**src/rtl/core/assert_macros.svh**
```systemverilog
// Assertion macros used by the top level of the flow hash block.
`ifndef ASSERT_MACROS_SVH
`define ASSERT_MACROS_SVH

`ifndef ASSERT_OFF
// The condition must hold in the same cycle as the trigger.
`define ASSERT_SAME_CYCLE(label, clk, rst_n, trig, expr, msg) \
    label: assert property (@(posedge clk) disable iff (!rst_n) (trig) |-> (expr)) \
        else $error(msg);
// The condition must hold in the cycle after the trigger.
`define ASSERT_NEXT_CYCLE(label, clk, rst_n, trig, expr, msg) \
    label: assert property (@(posedge clk) disable iff (!rst_n) (trig) |=> (expr)) \
        else $error(msg);
`else
`define ASSERT_SAME_CYCLE(label, clk, rst_n, trig, expr, msg)
`define ASSERT_NEXT_CYCLE(label, clk, rst_n, trig, expr, msg)
`endif

`endif

```
**src/rtl/core/ifh_pkg.sv**
```systemverilog
// Package with the types, constants and hash step of the IPv4 flow hash block.
package ifh_pkg;

    // FNV-1 64-bit constants; the prime is 2**40 + 0x1b3.
    localparam logic [63:0] HASH_SEED      = 64'hcbf29ce484222325;
    localparam logic [63:0] HASH_MUL_LO    = 64'h00000000000001b3;
    localparam int          HASH_MUL_SHIFT = 40;

    // Frame offsets, counted from the first byte of the Ethernet header.
    localparam logic [6:0] IP_START   = 7'd14;
    localparam logic [6:0] PROTO_AT   = 7'd23;
    localparam logic [6:0] ADDR_FIRST = 7'd26;
    localparam logic [6:0] ADDR_LAST  = 7'd33;
    localparam logic [6:0] POS_MAX    = 7'd127;

    // Header field values.
    localparam logic [3:0] IPV4_VERSION = 4'd4;
    localparam logic [3:0] IHL_MIN      = 4'd5;
    localparam logic [7:0] PROTO_TCP    = 8'd6;
    localparam logic [7:0] PROTO_UDP    = 8'd17;
    localparam logic [2:0] PORT_BYTES   = 3'd4;

    // Result status codes.
    typedef enum logic [2:0] {
        ST_OK        = 3'd0,
        ST_NOT_IPV4  = 3'd1,
        ST_BAD_PROTO = 3'd2,
        ST_SHORT     = 3'd3,
        ST_BAD_IHL   = 3'd4
    } t_status;

    // Fold requests and frame outcome for one accepted byte.
    typedef struct packed {
        logic        last;
        t_status     status;
        logic        req0_vld;
        logic [7:0]  req0_byte;
        logic        req1_vld;
        logic [7:0]  req1_byte;
    } t_fold_req;

    // Finish stage contents: hash so far plus at most one byte still to fold.
    typedef struct packed {
        logic        vld;
        t_status     status;
        logic [63:0] hash;
        logic        pend_vld;
        logic [7:0]  pend_byte;
    } t_fin;

    // One FNV-1 step: multiply by the prime as a shift plus a narrow product,
    // then xor the byte.
    function automatic logic [63:0] fnv_fold(input logic [63:0] h, input logic [7:0] b);
        logic [63:0] prod;
        prod = (h << HASH_MUL_SHIFT) + (h * HASH_MUL_LO);
        return prod ^ {56'd0, b};
    endfunction

endpackage

```
**src/rtl/core/ifh_frame_if.sv**
```systemverilog
// Handshake channel that carries frame bytes into the block.
interface ifh_frame_if;
    logic       valid;
    logic       ready;
    logic [7:0] frame_byte;
    logic       last_byte;

    modport source (output valid, output frame_byte, output last_byte, input ready);
    modport sink (input valid, input frame_byte, input last_byte, output ready);
endinterface

```
**src/rtl/core/ifh_result_if.sv**
```systemverilog
// Handshake channel that carries flow hash results out of the block.
interface ifh_result_if;
    logic        valid;
    logic        ready;
    logic [63:0] flow_hash;
    logic [2:0]  status;

    modport source (output valid, output flow_hash, output status, input ready);
    modport sink (input valid, input flow_hash, input status, output ready);
endinterface

```
**src/rtl/core/ifh_parse.sv**
```systemverilog
// Frame parser: tracks the byte position, header checks and port window.
module ifh_parse
    import ifh_pkg::*;
(
    input  logic       i_clk,
    input  logic       i_rst_n,
    input  logic       i_accept,
    input  logic [7:0] i_byte,
    input  logic       i_last,
    output t_fold_req  o_req
);

    logic [6:0] r_pos;
    logic [3:0] r_hw;
    logic [7:0] r_proto;
    t_status    r_err;
    logic [2:0] r_ports;

    logic [6:0] n_pos;
    logic [3:0] n_hw;
    logic [7:0] n_proto;
    t_status    n_err;
    logic [2:0] n_ports;

    logic [6:0] w_start;
    logic [6:0] w_stop;
    logic       w_addr_hit;
    logic       w_port_hit;
    t_status    w_status;

    // Header field capture and first-error tracking.
    always_comb begin
        n_hw    = r_hw;
        n_proto = r_proto;
        n_err   = r_err;
        if (r_pos == IP_START) begin
            n_hw = i_byte[3:0];
            if (i_byte[7:4] != IPV4_VERSION && r_err == ST_OK) begin
                n_err = ST_NOT_IPV4;
            end
        end
        if (r_pos == PROTO_AT) begin
            n_proto = i_byte;
            if (n_err == ST_OK && i_byte != PROTO_TCP && i_byte != PROTO_UDP) begin
                n_err = ST_BAD_PROTO;
            end
        end
    end

    // Address and port windows; the ports follow the IP header.
    assign w_start    = IP_START + {1'b0, n_hw, 2'b00};
    assign w_stop     = w_start + {4'd0, PORT_BYTES};
    assign w_addr_hit = (r_pos >= ADDR_FIRST) && (r_pos <= ADDR_LAST);
    assign w_port_hit = (n_hw >= IHL_MIN) && (r_pos > IP_START) && (r_pos >= w_start)
                        && (r_pos < w_stop) && (r_ports < PORT_BYTES);

    assign n_ports = w_port_hit ? r_ports + 3'd1 : r_ports;
    assign n_pos   = (r_pos < POS_MAX) ? r_pos + 7'd1 : r_pos;

    // Frame outcome, valid when this byte closes the frame.
    always_comb begin
        if (n_err != ST_OK) begin
            w_status = n_err;
        end else if (r_pos < PROTO_AT) begin
            w_status = ST_SHORT;
        end else if (n_hw < IHL_MIN) begin
            w_status = ST_BAD_IHL;
        end else if (n_ports < PORT_BYTES) begin
            w_status = ST_SHORT;
        end else begin
            w_status = ST_OK;
        end
    end

    // Fold requests: the last address byte is followed by the protocol byte.
    always_comb begin
        o_req.last      = i_last;
        o_req.status    = w_status;
        o_req.req0_vld  = w_addr_hit || w_port_hit;
        o_req.req0_byte = i_byte;
        o_req.req1_vld  = (r_pos == ADDR_LAST);
        o_req.req1_byte = r_proto;
    end

    // Frame state; a closing byte returns everything to reset.
    always_ff @(posedge i_clk) begin
        if (!i_rst_n) begin
            r_pos   <= '0;
            r_hw    <= '0;
            r_proto <= '0;
            r_err   <= ST_OK;
            r_ports <= '0;
        end else if (i_accept) begin
            if (i_last) begin
                r_pos   <= '0;
                r_hw    <= '0;
                r_proto <= '0;
                r_err   <= ST_OK;
                r_ports <= '0;
            end else begin
                r_pos   <= n_pos;
                r_hw    <= n_hw;
                r_proto <= n_proto;
                r_err   <= n_err;
                r_ports <= n_ports;
            end
        end
    end

endmodule

```
**src/rtl/core/ifh_hash.sv**
```systemverilog
// Hash engine: one FNV step per cycle with a one-byte hold, and the finish stage.
module ifh_hash
    import ifh_pkg::*;
(
    input  logic      i_clk,
    input  logic      i_rst_n,
    input  logic      i_accept,
    input  t_fold_req i_req,
    input  logic      i_fin_take,
    output t_fin      o_fin
);

    logic [63:0] r_hash;
    logic        r_hold_vld;
    logic [7:0]  r_hold_byte;
    logic        r_fin_vld;
    t_status     r_fin_status;
    logic [63:0] r_fin_hash;
    logic        r_fin_pend_vld;
    logic [7:0]  r_fin_pend_byte;

    logic        w_first_vld;
    logic [7:0]  w_first_byte;
    logic        w_second_vld;
    logic [7:0]  w_second_byte;
    logic [63:0] w_folded;
    logic        w_close;

    // Order the pending bytes: the held byte is older than anything new.
    always_comb begin
        if (r_hold_vld) begin
            w_first_vld   = 1'b1;
            w_first_byte  = r_hold_byte;
            w_second_vld  = i_accept && i_req.req0_vld;
            w_second_byte = i_req.req0_byte;
        end else begin
            w_first_vld   = i_accept && i_req.req0_vld;
            w_first_byte  = i_req.req0_byte;
            w_second_vld  = i_accept && i_req.req1_vld;
            w_second_byte = i_req.req1_byte;
        end
    end

    assign w_folded = w_first_vld ? fnv_fold(r_hash, w_first_byte) : r_hash;
    assign w_close  = i_accept && i_req.last;

    // Running hash and hold byte; a closing byte hands both to the finish stage.
    always_ff @(posedge i_clk) begin
        if (!i_rst_n) begin
            r_hash     <= HASH_SEED;
            r_hold_vld <= 1'b0;
        end else if (w_close) begin
            r_hash     <= HASH_SEED;
            r_hold_vld <= 1'b0;
        end else begin
            r_hash     <= w_folded;
            r_hold_vld <= w_second_vld;
        end
    end

    always_ff @(posedge i_clk) begin
        r_hold_byte <= w_second_byte;
    end

    // Finish stage, one transaction deep.
    always_ff @(posedge i_clk) begin
        if (!i_rst_n) begin
            r_fin_vld <= 1'b0;
        end else if (w_close) begin
            r_fin_vld <= 1'b1;
        end else if (i_fin_take) begin
            r_fin_vld <= 1'b0;
        end
    end

    always_ff @(posedge i_clk) begin
        if (w_close) begin
            r_fin_status    <= i_req.status;
            r_fin_hash      <= w_folded;
            r_fin_pend_vld  <= w_second_vld;
            r_fin_pend_byte <= w_second_byte;
        end
    end

    // Fields in the order of the finish stage structure.
    assign o_fin = {r_fin_vld, r_fin_status, r_fin_hash, r_fin_pend_vld, r_fin_pend_byte};

endmodule

```
**src/rtl/core/ifh_out.sv**
```systemverilog
// Output stage: last pending fold, error masking and the result register.
module ifh_out
    import ifh_pkg::*;
(
    input  logic i_clk,
    input  logic i_rst_n,
    input  t_fin i_fin,
    output logic o_fin_take,
    ifh_result_if.source o_result
);

    logic        r_out_vld;
    logic [63:0] r_out_hash;
    t_status     r_out_status;

    logic [63:0] n_out_hash;

    assign o_fin_take = i_fin.vld && (!r_out_vld || o_result.ready);

    // Fold the remaining byte, and report zero for a frame that is not handled.
    always_comb begin
        if (i_fin.status != ST_OK) begin
            n_out_hash = '0;
        end else if (i_fin.pend_vld) begin
            n_out_hash = fnv_fold(i_fin.hash, i_fin.pend_byte);
        end else begin
            n_out_hash = i_fin.hash;
        end
    end

    // Result register.
    always_ff @(posedge i_clk) begin
        if (!i_rst_n) begin
            r_out_vld <= 1'b0;
        end else if (o_fin_take) begin
            r_out_vld <= 1'b1;
        end else if (o_result.ready) begin
            r_out_vld <= 1'b0;
        end
    end

    always_ff @(posedge i_clk) begin
        if (o_fin_take) begin
            r_out_hash   <= n_out_hash;
            r_out_status <= i_fin.status;
        end
    end

    assign o_result.valid     = r_out_vld;
    assign o_result.flow_hash = r_out_hash;
    assign o_result.status    = r_out_status;

endmodule

```
**src/rtl/core/ipv4_flow_hash_fnv1_unit.sv**
```systemverilog
// Top level of the IPv4 five-tuple FNV-1 flow hash block.
//
//  Channel    Direction  Payload                         Transaction
//  i_frame    in         frame_byte[7:0], last_byte      one frame byte
//  o_result   out        flow_hash[63:0], status[2:0]    one result per frame
//
// One frame byte is taken per cycle while input ready is high; the hash engine folds one byte per cycle.
// After the transaction that carries the last byte, the result passes the finish stage and then the result register.
// Reset is synchronous and active low; it clears all frame state at once.
// Input ready drops only while both the finish stage and a stalled result are full.
`include "assert_macros.svh"

module ipv4_flow_hash_fnv1_unit
    import ifh_pkg::*;
(
    input  logic i_clk,
    input  logic i_rst_n,
    ifh_frame_if.sink    i_frame,
    ifh_result_if.source o_result
);

    logic      w_accept;
    logic      w_fin_take;
    t_fold_req w_req;
    t_fin      w_fin;
    logic      w_close_acc;
    logic      w_full_stall;
    logic      w_err_out;
    logic      w_zero_hash;

    // A new byte is taken whenever the finish stage can take a closing frame.
    assign i_frame.ready = !w_fin.vld || w_fin_take;
    assign w_accept      = i_frame.valid && i_frame.ready;

    ifh_parse u_parse (
        .i_clk    (i_clk),
        .i_rst_n  (i_rst_n),
        .i_accept (w_accept),
        .i_byte   (i_frame.frame_byte),
        .i_last   (i_frame.last_byte),
        .o_req    (w_req)
    );

    ifh_hash u_hash (
        .i_clk      (i_clk),
        .i_rst_n    (i_rst_n),
        .i_accept   (w_accept),
        .i_req      (w_req),
        .i_fin_take (w_fin_take),
        .o_fin      (w_fin)
    );

    ifh_out u_out (
        .i_clk      (i_clk),
        .i_rst_n    (i_rst_n),
        .i_fin      (w_fin),
        .o_fin_take (w_fin_take),
        .o_result   (o_result)
    );

    // Conditions watched by the checks below.
    assign w_close_acc  = w_accept && i_frame.last_byte;
    assign w_full_stall = w_fin.vld && o_result.valid && !o_result.ready;
    assign w_err_out    = o_result.valid && (o_result.status != ST_OK);
    assign w_zero_hash  = (o_result.flow_hash == 64'd0);

    // A closing byte always lands in the finish stage.
    `ASSERT_NEXT_CYCLE(a_close_fills_fin, i_clk, i_rst_n, w_close_acc, w_fin.vld, "lost close")
    // Back pressure on the input only comes from a full, stalled pipeline.
    `ASSERT_SAME_CYCLE(a_stall_cause, i_clk, i_rst_n, !i_frame.ready, w_full_stall, "stray stall")
    // A frame that is not handled reports a zero hash.
    `ASSERT_SAME_CYCLE(a_err_zero_hash, i_clk, i_rst_n, w_err_out, w_zero_hash, "error hash set")

endmodule

```
**src/flat_wrapper.sv**
```systemverilog
// flat-port wrapper written by rule: the top's interface ports become plain ports
module ipv4_flow_hash_fnv1_unit_flat import ifh_pkg::*;
  (i_clk, i_rst_n, i_frame_valid, i_frame_frame_byte, i_frame_last_byte, i_frame_ready, o_result_valid, o_result_flow_hash, o_result_status, o_result_ready);
  ifh_frame_if i_frame_i ();
  ifh_result_if o_result_i ();
  input  logic i_clk;
  input  logic i_rst_n;
  input wire logic [$bits(i_frame_i.valid)-1:0] i_frame_valid;
  input wire logic [$bits(i_frame_i.frame_byte)-1:0] i_frame_frame_byte;
  input wire logic [$bits(i_frame_i.last_byte)-1:0] i_frame_last_byte;
  output wire logic [$bits(i_frame_i.ready)-1:0] i_frame_ready;
  output wire logic [$bits(o_result_i.valid)-1:0] o_result_valid;
  output wire logic [$bits(o_result_i.flow_hash)-1:0] o_result_flow_hash;
  output wire logic [$bits(o_result_i.status)-1:0] o_result_status;
  input wire logic [$bits(o_result_i.ready)-1:0] o_result_ready;
  assign i_frame_i.valid = i_frame_valid;
  assign i_frame_i.frame_byte = i_frame_frame_byte;
  assign i_frame_i.last_byte = i_frame_last_byte;
  assign i_frame_ready = i_frame_i.ready;
  assign o_result_valid = o_result_i.valid;
  assign o_result_flow_hash = o_result_i.flow_hash;
  assign o_result_status = o_result_i.status;
  assign o_result_i.ready = o_result_ready;
  ipv4_flow_hash_fnv1_unit u_core (.i_clk(i_clk), .i_rst_n(i_rst_n), .i_frame(i_frame_i), .o_result(o_result_i));
endmodule
```
**config.mk**
```make
export PLATFORM = sky130hd
export DESIGN_NAME = ipv4_flow_hash_fnv1_unit_flat
export DESIGN_NICKNAME = d
export VERILOG_FILES = /design/src/rtl/core/ifh_pkg.sv /design/src/rtl/core/ifh_frame_if.sv /design/src/rtl/core/ifh_result_if.sv /design/src/rtl/core/ifh_parse.sv /design/src/rtl/core/ifh_hash.sv /design/src/rtl/core/ifh_out.sv /design/src/rtl/core/ipv4_flow_hash_fnv1_unit.sv /design/src/flat_wrapper.sv
export VERILOG_INCLUDE_DIRS = /design/src /design/src/rtl/core
export SDC_FILE = /design/constraint.sdc
export NUM_CORES = 2
export LEC_CHECK = 0
export BUFFER_PORTS_ARGS = -buffer_cell sky130_fd_sc_hd__clkbuf_2
export CORE_ASPECT_RATIO = 1.4
export CORE_MARGIN = 10
export CORE_UTILIZATION = 35
export CTS_BUF_LIST = sky130_fd_sc_hd__clkbuf_2 sky130_fd_sc_hd__clkbuf_4 sky130_fd_sc_hd__clkbuf_8
export CTS_CLUSTER_DIAMETER = 100
export CTS_CLUSTER_SIZE = 10
export DETAILED_ROUTE_END_ITERATION = 10
export PLACE_DENSITY = 0.47
export SLEW_MARGIN = 15
export SYNTH_ARGS = -nofsm -noshare
export SYNTH_HDL_FRONTEND = slang
export SYNTH_HIERARCHICAL = 1
export SYNTH_SLANG_ARGS = --single-unit
```
**constraint.sdc**
```tcl
create_clock -name i_clk -period 11.75 [get_ports i_clk]
set_input_delay 1.7625 -clock i_clk [delete_from_list [all_inputs] [get_ports i_clk]]
set_output_delay 1.7625 -clock i_clk [all_outputs]
set_load 0.005 [all_outputs]
```
==> summary.txt <==
Clock network
  – Postcts setup bufs: 0
  – Clk buf depth: 3
  – H-tree depth: 1
  – Post_cts resized: 0
  – Root buf cell: clkbuf_8
  – Hold buffers post-CTS: 0
  – Clock Sinks: 243
  – Cts bufs inserted: 28
  – CTS tree: yes
  – Clock Pin Slew Worst Setup and Hold Paths: 100 ps
  – Worst skew pair latency: 690 ps

Cells and area
  – Design Area, Final: 36400 µm²
  – Final cell count without fillers: 5097
  – Layout cells sized above 1: 5.51%
  – Area Growth Syn to Fin: 5.89%
  – Sequential cell area: 6300 µm²
  – Area occupied by multi-input gates: 23600 µm²
  – Fill count: 10014
  – Fin nets: 4630
  – Finished Core Util: 37.5%

Yosys
  – Mapped Cells: 3776
  – Biggest area consumer among synthesized cells: fa_1
  – Post-synth net total: 4631
  – Top_reg_cell synth: edfxtp_1
  – Ys async rst share: 0%
  – Most frequent cell after synthesis: inv_1
  – Synth cell types: 104
  – Post-Syn Area: 34400 µm²
  – Synth Area per Inst: 9.10 µm²
  – Synth top area cells: fa_1 (26%), ha_1 (14%), edfxtp_1 (12%)
  – Post-synth top area share: 26.3%
  – Yosys Warn Count: 6
  – Number of flops mapped to enable cells by yosys: 143
  – Top cells by count, synth: inv_1 (1007), fa_1 (452), ha_1 (390)
  – Register area share after synthesis: 18.3%
  – #FFs+latches synth: 243

Setup path
  – Critical Path AT: 7320 ps
  – Worst Path Required: 12200 ps
  – CP Cell Sequence: ha_1 > inv_1 > fa_1 > inv_1 > fa_1 > inv_1 > fa_1 > inv_1 > ha_1 > ha_1 > nand2_1 > nor3_2 > o2111ai_1 > nor3_1 > o2111ai_1 > a21oi_1 > o21ai_0 > and3_1 > or3_1
  – Max incr delay on CP: 830 ps
  – Reg2reg start: u_core/u_hash/r_fin_hash[22]
  – Critical Path Source: u_core/u_hash/r_fin_hash[22]
  – Worst path most repeated cell: inv_1
  – Startpoint types: register
  – Reg2reg end: u_core/u_out/o_result.flow_hash[62]
  – Reg2Reg Depth: 19
  – Kind of critical path: register to register
  – R2r setup slk: 4880 ps
  – Slowest stage cell on the critical path: nor3_1
  – CP max FO: 8
  – CP endpoint kind: register

Floorplanning
  – I/O pin count: 82
  – Die H: 391 µm
  – Core area: 97100 µm²
  – Die area: 111000 µm²
  – Row count: 135
  – Die W: 285 µm
  – Starting Density: 35.4%

STA
  – Setup TNS Final: 0 ps
  – Final setup violation count: 0
  – Setup WS post-layout: 4880 ps
  – Slew HR: 20.1%
  – Fin crit share: 58.5%
  – WHS: 486 ps
  – Setup repair after global routing missed its margin: no
  – Final Skew: 37.1 ps
  – Max Transition Viols Final: 0
  – Final Hold Viols: 0
  – Slew @ Worst Pin: 1190 ps
  – Final min period: 6870 ps
  – Max frequency: 0.146 GHz

Route
  – First-pass detailed-route iteration total: 5
  – Drt via density: 4.87
  – Drt drc: 0
  – Routed Antenna Nets: 0
  – Final WL: 105000 µm
  – Initial DRC count: 1156
  – Routed via count: 24831
  – Drt wl/cell: 20.6 µm

GRT
  – Remaining Overflow, GRT: 0
  – Initial antenna violation count: 8
  – Vias in the first global route: 27027
  – Largest net degree at the start of global routing: 93
  – GRT Total Usage: 18.9%
  – First-pass GRT wire length: 161000 µm

Hold path
  – Hold Crit Depth: 2
  – Hold endpoint: u_core/u_parse/r_ports[2]
  – HP Start: u_core/u_parse/r_ports[2]
  – HP Class: register to register

Pwr
  – Clk network pwr share: 15.6%
  – P_sw: 1.98 mW
  – Flop pwr share: 22.5%
  – Comb pwr share: 61.9%
  – Pwr dens: 113 nW/µm²
  – Sw Share: 47.9%
  – Total power: 4.12 mW
  – Internal: 2.15 mW
  – Peak supply drop: 0.0691 mV
  – Leakage: 17.8 nW

Placement
  – Gpl congestion: 0.895
  – I/O Buffers: 81
  – DP HPWL: 90500 µm
  – Area after DPL: 35800 µm²
  – Dpl cells: 5046
  – Worst slack at placement: 4970 ps

Job
  – Max-Cap Viols: 0

Outcome
  – Status: finished, final reports clean
## cells by family (layout without fill, tap and decap cells)
group | after synthesis | after routing | share of synthesized area, %
buf+inv | 1132 | 1151 | 13.0
fa+ha+maj | 842 | 842 | 40.5
simple gates | 681 | 681 | 9.80
compound gates | 626 | 626 | 11.7
flops | 243 | 243 | 18.3
xor+xnor | 201 | 201 | 5.12
mux | 51 | 51 | 1.51
other cells | 0 | 1 | 0
## layout make-up
| type | instances | share of cell area, % |
|---|---|---|
| Multi-Input combinational cell | 2401 | 64.9 |
| Sequential cell | 243 | 17.3 |
| Inverter | 1008 | 10.4 |
| Tap cell | 1301 | 4.47 |
| Clock buffer | 48 | 1.49 |
| Timing Repair Buffer | 93 | 1.36 |
| Clock inverter | 2 | 0.0585 |
| Antenna cell | 1 | 0.00688 |
## critical path: cells and delay by family, from the launching register on
kind / cells / cell delay [ps]
AO/OA/AOI/OAI: 4 / 1370
adder cells (fa/ha/maj): 6 / 2570
buffers and inverters: 4 / 260
flip-flops: 1 / 600
AND/OR/NAND/NOR: 5 / 1820
## power by group through the flow
stage	logic [mW]	clock network, mW	registers [mW]
floorplan	1.86	0	0.945
finish	2.55	0.642	0.929
global placement	2.58	0	0.948
detailed placement	2.54	0	0.948
global route	2.83	0.698	0.930
CTS	2.56	0.682	0.929
## flip-flops by register name (all words and copies together) (netlist names), 4 cells and up
signal	count
u_core/u_hash/r_fin_hash	64
u_core/u_hash/r_fin_pend_byte	8
u_core/u_out/o_result.flow_hash	64
u_core/u_parse/r_hw	4
u_core/u_hash/r_hash	64
u_core/u_parse/r_proto	8
u_core/u_hash/r_hold_byte	8
u_core/u_parse/r_pos	7
## cell usage in the layout (no fill, tap or decap), types with 12 or more instances in the layout
cell type and count:
a31oi_1 14, inv_1 1006, ha_1 390, a21o_1 65
and3_1 20, clkbuf_2 81, nor2_1 177, nand3_1 44
a211oi_1 30, and2_1 47, dfxtp_1 100, fa_1 452
a22oi_1 13, o211ai_1 17, nand2_1 187, edfxtp_1 143
o21ai_0 123, nand2b_1 35, nand4_1 35, xor2_1 70
clkbuf_4 19, buf_4 12, o21bai_1 24, clkbuf_8 29
xnor2_1 131, nor2b_1 33, a21oi_1 199, o22ai_1 12
nor3_1 38, mux2i_1 43
## layer usage
layer	GRT usage, %	wire (µm)	up-vias
met1	20.4	40200	12305
met4	8.76	5430	4
met3	1.13	2210	150
met2	37.0	57300	387
li1	-	-	11985
met5	0	31	-
## worst max-delay path by stage
stage,to,slack (ps),cells past startpoint
floorplan,u_core/u_hash/r_fin_hash[0],4150,6
global placement,u_core/u_out/o_result.flow_hash[42],4900,19
detailed placement,u_core/u_out/o_result.flow_hash[42],4970,19
CTS,u_core/u_out/o_result.flow_hash[42],4890,19
global route,u_core/u_out/o_result.flow_hash[46],4590,19
finish,u_core/u_out/o_result.flow_hash[62],4880,19
No activity file was read; power rests on OpenSTA's default activity.
